===== src/tot_pkg.sv =====
`timescale 1ns / 1ps
// shared types, codes and helpers of the tilt orientation tracker
package tot_pkg;

  typedef enum logic [2:0] {
    S_IDLE,
    S_MUL,
    S_ADD,
    S_DEV,
    S_VIB,
    S_DECIDE,
    S_DONE
  } state_t;

  typedef logic [2:0] ori_t;

  localparam ori_t ORI_UNKNOWN = 3'd0;
  localparam ori_t ORI_FLAT    = 3'd1;
  localparam ori_t ORI_DEG0    = 3'd2;
  localparam ori_t ORI_DEG90   = 3'd3;
  localparam ori_t ORI_DEG180  = 3'd4;
  localparam ori_t ORI_DEG270  = 3'd5;

  localparam int CfgIdxW  = 3;
  localparam int CfgDataW = 18;

  localparam logic [CfgIdxW-1:0] REG_BIAS_ALPHA     = 3'd0;
  localparam logic [CfgIdxW-1:0] REG_ALPHA_NORMAL   = 3'd1;
  localparam logic [CfgIdxW-1:0] REG_ALPHA_VIB      = 3'd2;
  localparam logic [CfgIdxW-1:0] REG_VIB_THRESHOLD  = 3'd3;
  localparam logic [CfgIdxW-1:0] REG_DOM_THRESHOLD  = 3'd4;
  localparam logic [CfgIdxW-1:0] REG_FLAT_THRESHOLD = 3'd5;
  localparam logic [CfgIdxW-1:0] REG_DEC_INTERVAL   = 3'd6;
  localparam logic [CfgIdxW-1:0] REG_CONF_NEEDED    = 3'd7;

  // filter slots: gyro bias x/y/z then accel x/y
  localparam int NumFilt = 5;
  localparam logic [2:0] SLOT_GYRO_Z  = 3'd2;
  localparam logic [2:0] SLOT_ACCEL_X = 3'd3;
  localparam logic [2:0] SLOT_ACCEL_Y = 3'd4;

  // q8 gains above unity clamp to unity
  function automatic logic [8:0] sat_gain(input logic [8:0] a);
    sat_gain = a[8] ? 9'd256 : a;
  endfunction

endpackage


===== src/tilt_orientation_tracker_core.sv =====
`timescale 1ns / 1ps
// top level of the tilt orientation tracker
//
// One transaction in gives one transaction out. A sample is taken only while
// in_ready is high. The core then walks the three gyro bias filters and the two
// accel filters through one shared multiply-round-shift unit (multiply, then
// add; the gyro slots also add to the deviation sum). The vibration check and
// the orientation decision each have a state of their own. The next sample can
// be taken once the result has moved to the output register and the core is
// back in idle. The first sample after reset only seeds the filters and goes
// straight to the output step. A finished result waits in the output register
// while the next sample is accepted. If a result is still waiting there when
// the next one finishes, the core holds until it is taken.
module tilt_orientation_tracker_core (
  input  logic                            clk,
  input  logic                            rst,
  input  logic                            in_valid,
  output logic                            in_ready,
  input  logic signed [15:0]              accel_x,
  input  logic signed [15:0]              accel_y,
  input  logic signed [15:0]              gyro_x,
  input  logic signed [15:0]              gyro_y,
  input  logic signed [15:0]              gyro_z,
  output logic                            out_valid,
  input  logic                            out_ready,
  output logic [2:0]                      orientation,
  output logic                            vibrating,
  output logic                            decision_made,
  output logic signed [15:0]              gravity_x,
  output logic signed [15:0]              gravity_y,
  input  logic                            cfg_we,
  input  logic [tot_pkg::CfgIdxW-1:0]     cfg_index,
  input  logic [tot_pkg::CfgDataW-1:0]    cfg_wdata
);

  // configuration
  logic [8:0]  bias_alpha;
  logic [8:0]  alpha_normal;
  logic [8:0]  alpha_vibrating;
  logic [17:0] energy_limit;
  logic [14:0] dom_threshold;
  logic [14:0] flat_threshold;
  logic [7:0]  decision_interval;
  logic [7:0]  confidence_needed;

  always_ff @(posedge clk) begin
    if (rst) begin
      bias_alpha        <= 9'd4;
      alpha_normal      <= 9'd32;
      alpha_vibrating   <= 9'd8;
      energy_limit      <= 18'd15000;
      dom_threshold     <= 15'd4096;
      flat_threshold    <= 15'd2458;
      decision_interval <= 8'd20;
      confidence_needed <= 8'd2;
    end else if (cfg_we) begin
      case (cfg_index)
        tot_pkg::REG_BIAS_ALPHA:     bias_alpha        <= cfg_wdata[8:0];
        tot_pkg::REG_ALPHA_NORMAL:   alpha_normal      <= cfg_wdata[8:0];
        tot_pkg::REG_ALPHA_VIB:      alpha_vibrating   <= cfg_wdata[8:0];
        tot_pkg::REG_VIB_THRESHOLD:  energy_limit      <= cfg_wdata[17:0];
        tot_pkg::REG_DOM_THRESHOLD:  dom_threshold     <= cfg_wdata[14:0];
        tot_pkg::REG_FLAT_THRESHOLD: flat_threshold    <= cfg_wdata[14:0];
        tot_pkg::REG_DEC_INTERVAL:   decision_interval <= cfg_wdata[7:0];
        tot_pkg::REG_CONF_NEEDED:    confidence_needed <= cfg_wdata[7:0];
        default: ;
      endcase
    end
  end

  // sequencer
  tot_pkg::state_t state, state_next;
  logic [2:0]      idx;
  logic            seeded;
  logic            out_load;
  logic            in_take;

  always_comb begin
    state_next = state;
    case (state)
      tot_pkg::S_IDLE:   if (in_valid) state_next = seeded ? tot_pkg::S_MUL : tot_pkg::S_DONE;
      tot_pkg::S_MUL:    state_next = tot_pkg::S_ADD;
      tot_pkg::S_ADD: begin
        if (idx < tot_pkg::SLOT_ACCEL_X)       state_next = tot_pkg::S_DEV;
        else if (idx == tot_pkg::SLOT_ACCEL_Y) state_next = tot_pkg::S_DECIDE;
        else                                   state_next = tot_pkg::S_MUL;
      end
      tot_pkg::S_DEV:    state_next = (idx == tot_pkg::SLOT_GYRO_Z) ? tot_pkg::S_VIB
                                                                    : tot_pkg::S_MUL;
      tot_pkg::S_VIB:    state_next = tot_pkg::S_MUL;
      tot_pkg::S_DECIDE: state_next = tot_pkg::S_DONE;
      tot_pkg::S_DONE:   if (!out_valid || out_ready) state_next = tot_pkg::S_IDLE;
      default:           state_next = tot_pkg::S_IDLE;
    endcase
  end

  always_comb begin
    in_ready = (state == tot_pkg::S_IDLE);
    in_take  = in_valid && (state == tot_pkg::S_IDLE);
    out_load = (state == tot_pkg::S_DONE) && (!out_valid || out_ready);
  end

  always_ff @(posedge clk) begin
    if (rst) state <= tot_pkg::S_IDLE;
    else     state <= state_next;
  end

  // sample and filter slots: gyro x/y/z, accel x/y
  logic signed [15:0] smp  [tot_pkg::NumFilt];
  logic signed [15:0] filt [tot_pkg::NumFilt];

  // shared multiply-round-shift unit
  logic [8:0]         gain;
  logic signed [9:0]  gain_s;
  logic signed [16:0] diff;
  logic signed [26:0] mul_res;
  logic signed [26:0] prod;
  logic signed [26:0] rnd;
  logic signed [18:0] step;
  logic signed [18:0] fsum;
  logic signed [15:0] fnew;
  logic               vib;

  always_comb begin
    gain    = tot_pkg::sat_gain((idx < tot_pkg::SLOT_ACCEL_X) ? bias_alpha :
                                (vib ? alpha_vibrating : alpha_normal));
    gain_s  = signed'({1'b0, gain});
    diff    = 17'(smp[idx]) - 17'(filt[idx]);
    mul_res = diff * gain_s;
    rnd     = prod + 27'sd128;
    step    = rnd[26:8];
    fsum    = 19'(filt[idx]) + step;
    fnew    = fsum[15:0];
  end

  // deviation of the gyro sample from its updated bias
  logic signed [16:0] dev;
  logic [16:0]        dev_abs;
  logic [17:0]        energy;

  always_comb begin
    dev     = 17'(smp[idx]) - 17'(filt[idx]);
    dev_abs = dev[16] ? 17'(-dev) : 17'(dev);
  end

  // orientation decision
  logic [7:0]         decim_count;
  logic [7:0]         repeat_count;
  tot_pkg::ori_t      pending;
  tot_pkg::ori_t      current;
  logic               made;
  logic [7:0]         decim_inc;
  logic [7:0]         interval_eff;
  logic               decide_now;
  logic signed [15:0] fx, fy;
  logic [15:0]        ax, ay;
  logic signed [16:0] dom_s;
  logic               cand_ok;
  tot_pkg::ori_t      cand;
  logic [7:0]         repeat_inc;

  always_comb begin
    decim_inc    = decim_count + 8'd1;
    interval_eff = (decision_interval == 8'd0) ? 8'd1 : decision_interval;
    decide_now   = (decim_inc >= interval_eff);
    fx           = filt[tot_pkg::SLOT_ACCEL_X];
    fy           = filt[tot_pkg::SLOT_ACCEL_Y];
    ax           = fx[15] ? 16'(-17'(fx)) : 16'(fx);
    ay           = fy[15] ? 16'(-17'(fy)) : 16'(fy);
    dom_s        = signed'({2'b00, dom_threshold});
    cand_ok      = 1'b0;
    cand         = tot_pkg::ORI_UNKNOWN;
    if (ax < 16'(flat_threshold) && ay < 16'(flat_threshold)) begin
      cand_ok = 1'b1;
      cand    = tot_pkg::ORI_FLAT;
    end else if (ax > ay) begin
      if (17'(fx) < -dom_s) begin
        cand_ok = 1'b1;
        cand    = tot_pkg::ORI_DEG90;
      end else if (17'(fx) > dom_s) begin
        cand_ok = 1'b1;
        cand    = tot_pkg::ORI_DEG270;
      end
    end else begin
      if (17'(fy) < -dom_s) begin
        cand_ok = 1'b1;
        cand    = tot_pkg::ORI_DEG0;
      end else if (17'(fy) > dom_s) begin
        cand_ok = 1'b1;
        cand    = tot_pkg::ORI_DEG180;
      end
    end
    repeat_inc = (repeat_count == 8'd255) ? repeat_count : repeat_count + 8'd1;
  end

  // control state
  always_ff @(posedge clk) begin
    if (rst) begin
      seeded       <= 1'b0;
      idx          <= 3'd0;
      decim_count  <= 8'd0;
      repeat_count <= 8'd0;
      pending      <= tot_pkg::ORI_UNKNOWN;
      current      <= tot_pkg::ORI_UNKNOWN;
      vib          <= 1'b0;
      made         <= 1'b0;
      out_valid    <= 1'b0;
    end else begin
      if (in_take) begin
        seeded <= 1'b1;
        idx    <= 3'd0;
        vib    <= 1'b0;
        made   <= 1'b0;
      end
      // accel y is the last slot, the index stays there until the next sample
      if (state == tot_pkg::S_ADD && idx == tot_pkg::SLOT_ACCEL_X) idx <= idx + 3'd1;
      if (state == tot_pkg::S_DEV) idx <= idx + 3'd1;
      if (state == tot_pkg::S_VIB) vib <= (energy > energy_limit);
      if (state == tot_pkg::S_DECIDE) begin
        if (decide_now) begin
          decim_count <= 8'd0;
          made        <= 1'b1;
          if (cand_ok) begin
            if (cand == pending) begin
              repeat_count <= repeat_inc;
              if (repeat_inc >= confidence_needed) current <= cand;
            end else begin
              pending      <= cand;
              repeat_count <= 8'd0;
            end
          end
        end else begin
          decim_count <= decim_inc;
        end
      end
      if (out_load)                  out_valid <= 1'b1;
      else if (out_valid && out_ready) out_valid <= 1'b0;
    end
  end

  // payload
  always_ff @(posedge clk) begin
    if (in_take) begin
      smp[0] <= gyro_x;
      smp[1] <= gyro_y;
      smp[2] <= gyro_z;
      smp[3] <= accel_x;
      smp[4] <= accel_y;
      energy <= 18'd0;
      // first sample seeds every filter
      if (!seeded) begin
        filt[0] <= gyro_x;
        filt[1] <= gyro_y;
        filt[2] <= gyro_z;
        filt[3] <= accel_x;
        filt[4] <= accel_y;
      end
    end
    if (state == tot_pkg::S_MUL) prod <= mul_res;
    if (state == tot_pkg::S_ADD) filt[idx] <= fnew;
    if (state == tot_pkg::S_DEV) energy <= energy + 18'(dev_abs);
    if (out_load) begin
      orientation   <= current;
      vibrating     <= vib;
      decision_made <= made;
      gravity_x     <= filt[tot_pkg::SLOT_ACCEL_X];
      gravity_y     <= filt[tot_pkg::SLOT_ACCEL_Y];
    end
  end

  // checks
  a_idx_range: assert property (@(posedge clk) disable iff (rst)
    idx <= tot_pkg::SLOT_ACCEL_Y)
    else $error("filter slot index out of range");

  a_seeded_sticks: assert property (@(posedge clk) disable iff (rst)
    seeded |=> seeded)
    else $error("seeded flag dropped");

  a_seed_path: assert property (@(posedge clk) disable iff (rst)
    (in_take && !seeded) |=> (state == tot_pkg::S_DONE))
    else $error("seeding sample did not go straight to output");

  a_decide_clears: assert property (@(posedge clk) disable iff (rst)
    (state == tot_pkg::S_DECIDE && decide_now) |=> (decim_count == 8'd0 && made))
    else $error("decision did not restart the interval count");

  a_ori_code: assert property (@(posedge clk) disable iff (rst)
    out_valid |-> (orientation <= tot_pkg::ORI_DEG270))
    else $error("orientation code out of range");

endmodule


===== config.mk =====
export PLATFORM = sky130hd
export DESIGN_NAME = tilt_orientation_tracker_core
export DESIGN_NICKNAME = d
export VERILOG_FILES = /design/src/tot_pkg.sv /design/src/tilt_orientation_tracker_core.sv
export SDC_FILE = /design/constraint.sdc
export NUM_CORES = 1
export LEC_CHECK = 0
export ABC_CLOCK_PERIOD_IN_PS = 15200
export BUFFER_PORTS_ARGS = -buffer_cell sky130_fd_sc_hd__buf_4
export CELL_PAD_IN_SITES_DETAIL_PLACEMENT = 1
export CELL_PAD_IN_SITES_GLOBAL_PLACEMENT = 1
export CORE_MARGIN = 4
export CORE_UTILIZATION = 50
export DETAILED_ROUTE_END_ITERATION = 10
export MAX_ROUTING_LAYER = met4
export PLACE_DENSITY_LB_ADDON = 0.2
export SETUP_SLACK_MARGIN = 0.2
export SYNTH_ARGS = -nofsm -noshare
export SYNTH_HDL_FRONTEND = slang
export SYNTH_SLANG_ARGS = --single-unit

===== constraint.sdc =====
create_clock -name clk -period 15.2 [get_ports clk]
set_input_delay 1.52 -clock clk [delete_from_list [all_inputs] [get_ports clk]]
set_output_delay 1.52 -clock clk [all_outputs]
set_load 0.02 [all_outputs]

* Yosys cells after proc, flatten, opt, wreduce, memory -nomap -nowiden *
Memory sizes are Yosys's and may differ from the RTL's. A register that Yosys moved wholly into a read port is not among the register bits.
Index checks and enable logic that the tools add are counted.

operators by class
  add/subtract/negate cells = 11
  multipliers = 1
  $lt $le $gt $ge = 11
  eq/ne operators = 20
  multiplexer cells = 55
  bitwise logic cells = 1
  reductions and logical operators = 27

operators with widths
  kind                                           number
  2-to-1 mux 3 bit                               20
  greater-than comparator 16 bit                 3
  2-to-1 mux 16 bit                              3
  2-to-1 mux 18 bit                              2
  < comparator 16 x 17 -> 1 bit                  2
  < comparator 16 x 15 -> 1 bit                  2
  2-to-1 mux 8 bit                               4
  negator 16 bit                                 2
  2-to-1 mux 9 bit                               3
  adder 24 x 9 -> 24 bit, second input constant  1
  == test 3 bit, second input constant           8
  multiplier 17 x 10 -> 24 bit                   1
  2-to-1 mux 1 bit                               21
  case mux 3 bit (7 select lines)                1
  adder 18 x 17 -> 18 bit                        1
  == test 3 x 2 -> 1 bit, second input constant  6
  greater-than comparator 18 bit                 1
  AND reduction 2 bit                            9
  2-to-1 mux 17 bit                              1
  negator 15 -> 17 bit                           1
  negator 17 bit                                 1
  subtractor 16 x 16 -> 17 bit                   1
  adder 16 bit                                   1
  adder 8 x 1 -> 8 bit, second input constant    2
  other kinds (19)                               29

storage, ports and cells
  flip-flop bits (word level) = 202
  RAM bits = 160
  output and inout port bits = 39
  memories = 2

memory list
  name  depth  width  read ports  clocked after memory_dff  wr ports  line                                  RTL
  filt  5      16     3           1                         5         tilt_orientation_tracker_core.sv:110  logic signed [15:0] filt [tot_pkg::NumFilt];
  smp   5      16     1           1                         5         tilt_orientation_tracker_core.sv:109  logic signed [15:0] smp [tot_pkg::NumFilt];

* Longest topological paths before layout *
An unclocked memory read counts as a cell.

  word-level depth = 9
  depth in mapped cells = 34

* Worst setup path after synthesis *
OpenSTA, ideal clock, no wires.

  path type = flip-flop to flip-flop
  start = register (tool-made name)
  end = register prod[22] (data pin)
  arrival = 8.589 ns
  data required time = 14.942 ns
  path slack = 6.353 ns
  stages on the path, launching flop included = 33
  period minus slack after synthesis = 8.847 ns
  path through = dfxtp_1 -> buf_1 -> buf_1 -> mux4_2 -> mux2_2 -> fa_1 -> a211oi_1 -> o21ai_0 -> a31oi_1 -> nor2b_1 -> o31a_1 -> o21a_1 -> nor2_1 -> xnor2_1 -> nand2_1 -> fa_1 -> inv_1 -> fa_1 -> fa_1 -> fa_1 -> inv_1 -> fa_1 -> inv_1 -> ha_1 -> a21o_1 -> a21oi_1 -> o21ai_0 -> a21oi_1 -> nor2_1 -> a221oi_1 -> nand2b_1 -> a21oi_1 -> xnor2_1

RTL lines
  element               line                                  RTL
  end signal, assigned  tilt_orientation_tracker_core.sv:259  if (state == tot_pkg::S_MUL) prod <= mul_res;
  end, declared         tilt_orientation_tracker_core.sv:117  logic signed [26:0] prod;

==> impl_metrics.ini <==
[run_status]
outcome = complete, no violations

[pwr]
p_switching_mw = 3.119
seqPwrFrac_pct = 24.6
leakage_nw = 12.71
swShare_pct = 46.83
p_clk_share_pct = 16.5
power_frac_comb_pct = 58.9
ir_drop_uv = 242.7
p_per_area_nw_per_um2 = 214.0
p_int_mw = 3.540

[place]
io_buffers = 144
dp_hpwl_mm = 65.86
gp_congestion = 0.9050
dp.cells = 3499
place_area_um2 = 29640

[global_route]
grt_pass1_wl_mm = 137.4
first_global_vias = 22940
grt_usage_pct = 30.75
antenna_found_initial = 0
overflow = 0
grt_max_degree = 82

[clocking]
numCtsBuffers = 46
cts_sinks = 406
cts_max_level = 2
cts_tree = done
root_buffer = clkbuf_16
clock_path_buffers = 3
post_cts_buffers = 0
cts.hold.buffers_added = 0
worstSkewPairLatency_ns = 0.60
cts.clk_slew.worst_paths_ns = 0.06
cts_resized = 0

[timing]
post-route-period-util_pct = 66.08
tns_ns = 0
clock.fmax_mhz = 99.56
worst_slew_pin_slew_ns = 1.248
hold_violations = 0
setup_viol = 0
rsz0062_at_grt = no
min_period_ns = 10.04
slew_violations = 0
finalClockSkew_ns = 0.02807
maxSlewHeadroom_pct = 16.47

[synth]
synth.distinct_cells = 77
ys_seq_elements = 406
syn-cell-area_um2 = 27700
syn_area_per_cell_um2 = 10.40
ys.warnings.count = 0
syn_nets = 3137
async_flop_share_pct = 0
synth-edff-count = 280
yosys_most_used_dff = edfxtp_1
ys_seq_area_share_pct = 39.46
synthCells = 2663

[critical_path]
critPathTopFamily = adder cells
arrival_ns = 10.37
crit_type = reg2reg
cp-start-kind = register
crit_buf_inv = 5
cp-end-kind = register
worst_ep_required_time_ns = 15.52
slowest_delay_ns = 0.90
cp_slowest_cell = a21oi_1
path_max_fanout = 37
critPathMostFrequentCell = fa_1

[finish]
fin_area_um2 = 31120
final_common_cell = nand2_1
drive_above_1_share_pct = 14.63
fin_cells = 3585
area_delta_synth_final_pct = 12.34
fin_util_pct = 56.60
diodes = 0
layout_common_cells = 348 x nand2_1, 280 x edfxtp_1, 269 x inv_1
nNetsFinal = 3273

[drt]
vias_per_cell = 5.978
drc_errors = 0
drtPass1Iterations = 5
ant_nets = 0
wl_per_cell_um = 24.99
routed_wl_mm = 89.60
drtIter0Drc = 1644
vias = 21430

[die]
io_pins = 145
start_util_pct = 50.38
die_area_um2 = 59240
die_w_um = 243.4
rows = 86
fp.dieH_um = 243.4
coreArea_um2 = 54990

[min_path]
hp-class = reg2reg

[run]
cap_viol_max_count = 0
==> cell type report <==
cell class	instances	area [um^2]
clock inverters	31	265.3
multi-input cells	1898	15430
inverters	271	1018
flip-flops and latches	406	10940
clock buffers	55	1215
well taps	748	935.9
repair buffers	176	1321
fillers	5998	23860
==> worst register-to-register path: cells and delay by family (launching register included) <==
family                     cells  cell delay, ns
AOI/OAI and AO/OA             11            3.33
xor gates and xnor gates       1            0.09
adders and majority gates      8            3.64
buffers and inverters          5            0.90
DFF                            1            0.51
muxes                          2            0.82
and+or+nand+nor                4            0.51
==> power by group through the flow <==
stage / clock [mW] / sequential (mW) / combinational, mW
after detailed placement: 0 / 1.66 / 3.85
after global routing: 1.16 / 1.65 / 4.31
after global placement: 0 / 1.64 / 3.63
final: 1.10 / 1.64 / 3.92
after CTS: 1.11 / 1.64 / 3.89
after floorplan: 0 / 1.58 / 2.68
==> per-stage QoR <==
step	setup WS [ns]	total power, mW	hold slack (ns)
2_1_floorplan	6.353	4.261	0.4064
3_3_place_gp	5.510	5.277	0.4138
3_5_place_dp	5.269	5.506	0.4325
4_1_cts	5.219	6.639	0.4470
5_1_grt	4.542	7.119	0.4479
6_report	5.156	6.659	0.4445
==> registers in the layout, indices dropped and copies added (netlist names), 9 cells and up, named ones only <==
signal / flops
alpha_normal: 9
alpha_vibrating: 9
bias_alpha: 9
dom_threshold: 15
energy: 18
energy_limit: 18
filt: 128
flat_threshold: 15
gravity_x: 16
gravity_y: 16
prod: 17
smp: 80
==> cells by family after synthesis <==
family                     after synthesis  synth area share, %
adders and majority gates              368                19.85
and+or+nand+nor                        795                13.08
AOI/OAI and AO/OA                      422                9.507
xor gates and xnor gates               154                4.869
muxes                                  159                8.279
buffers and inverters                  359                4.959
DFF                                    406                39.46
==> Yosys cell counts, drive strengths merged (71+ instances only) <==
cell type / count / share of area, %
o21ai: 85 / 1.5
xnor2: 113 / 3.6
fa: 119 / 8.6
mux2: 78 / 3.2
nor2: 167 / 2.3
edfxtp: 280 / 30
dfxtp: 126 / 9.1
a21oi: 161 / 2.9
ha: 249 / 11
clkbuf: 71 / 0.99
inv: 270 / 3.7
nand2: 348 / 4.7
==> worst paths after layout <==
check                                 from             end  slack, ns  cells after the start
worst max-delay path              register        prod[22]       5.16                     31
worst max register to register    register        prod[22]       5.16                     31
worst min-delay path            current[0]  orientation[0]       0.44                      0
worst min register to register  current[0]  orientation[0]       0.44                      0
==> per-layer routing <==
metal	track usage (%)	vias up	wire length, um
li1	-	9601	-
met3	4.061	201	5613
met5	-	-	0
met4	11.03	0	3795
met1	39.29	10860	37240
met2	50.67	766	42950
(Power assumes the default switching activity.)
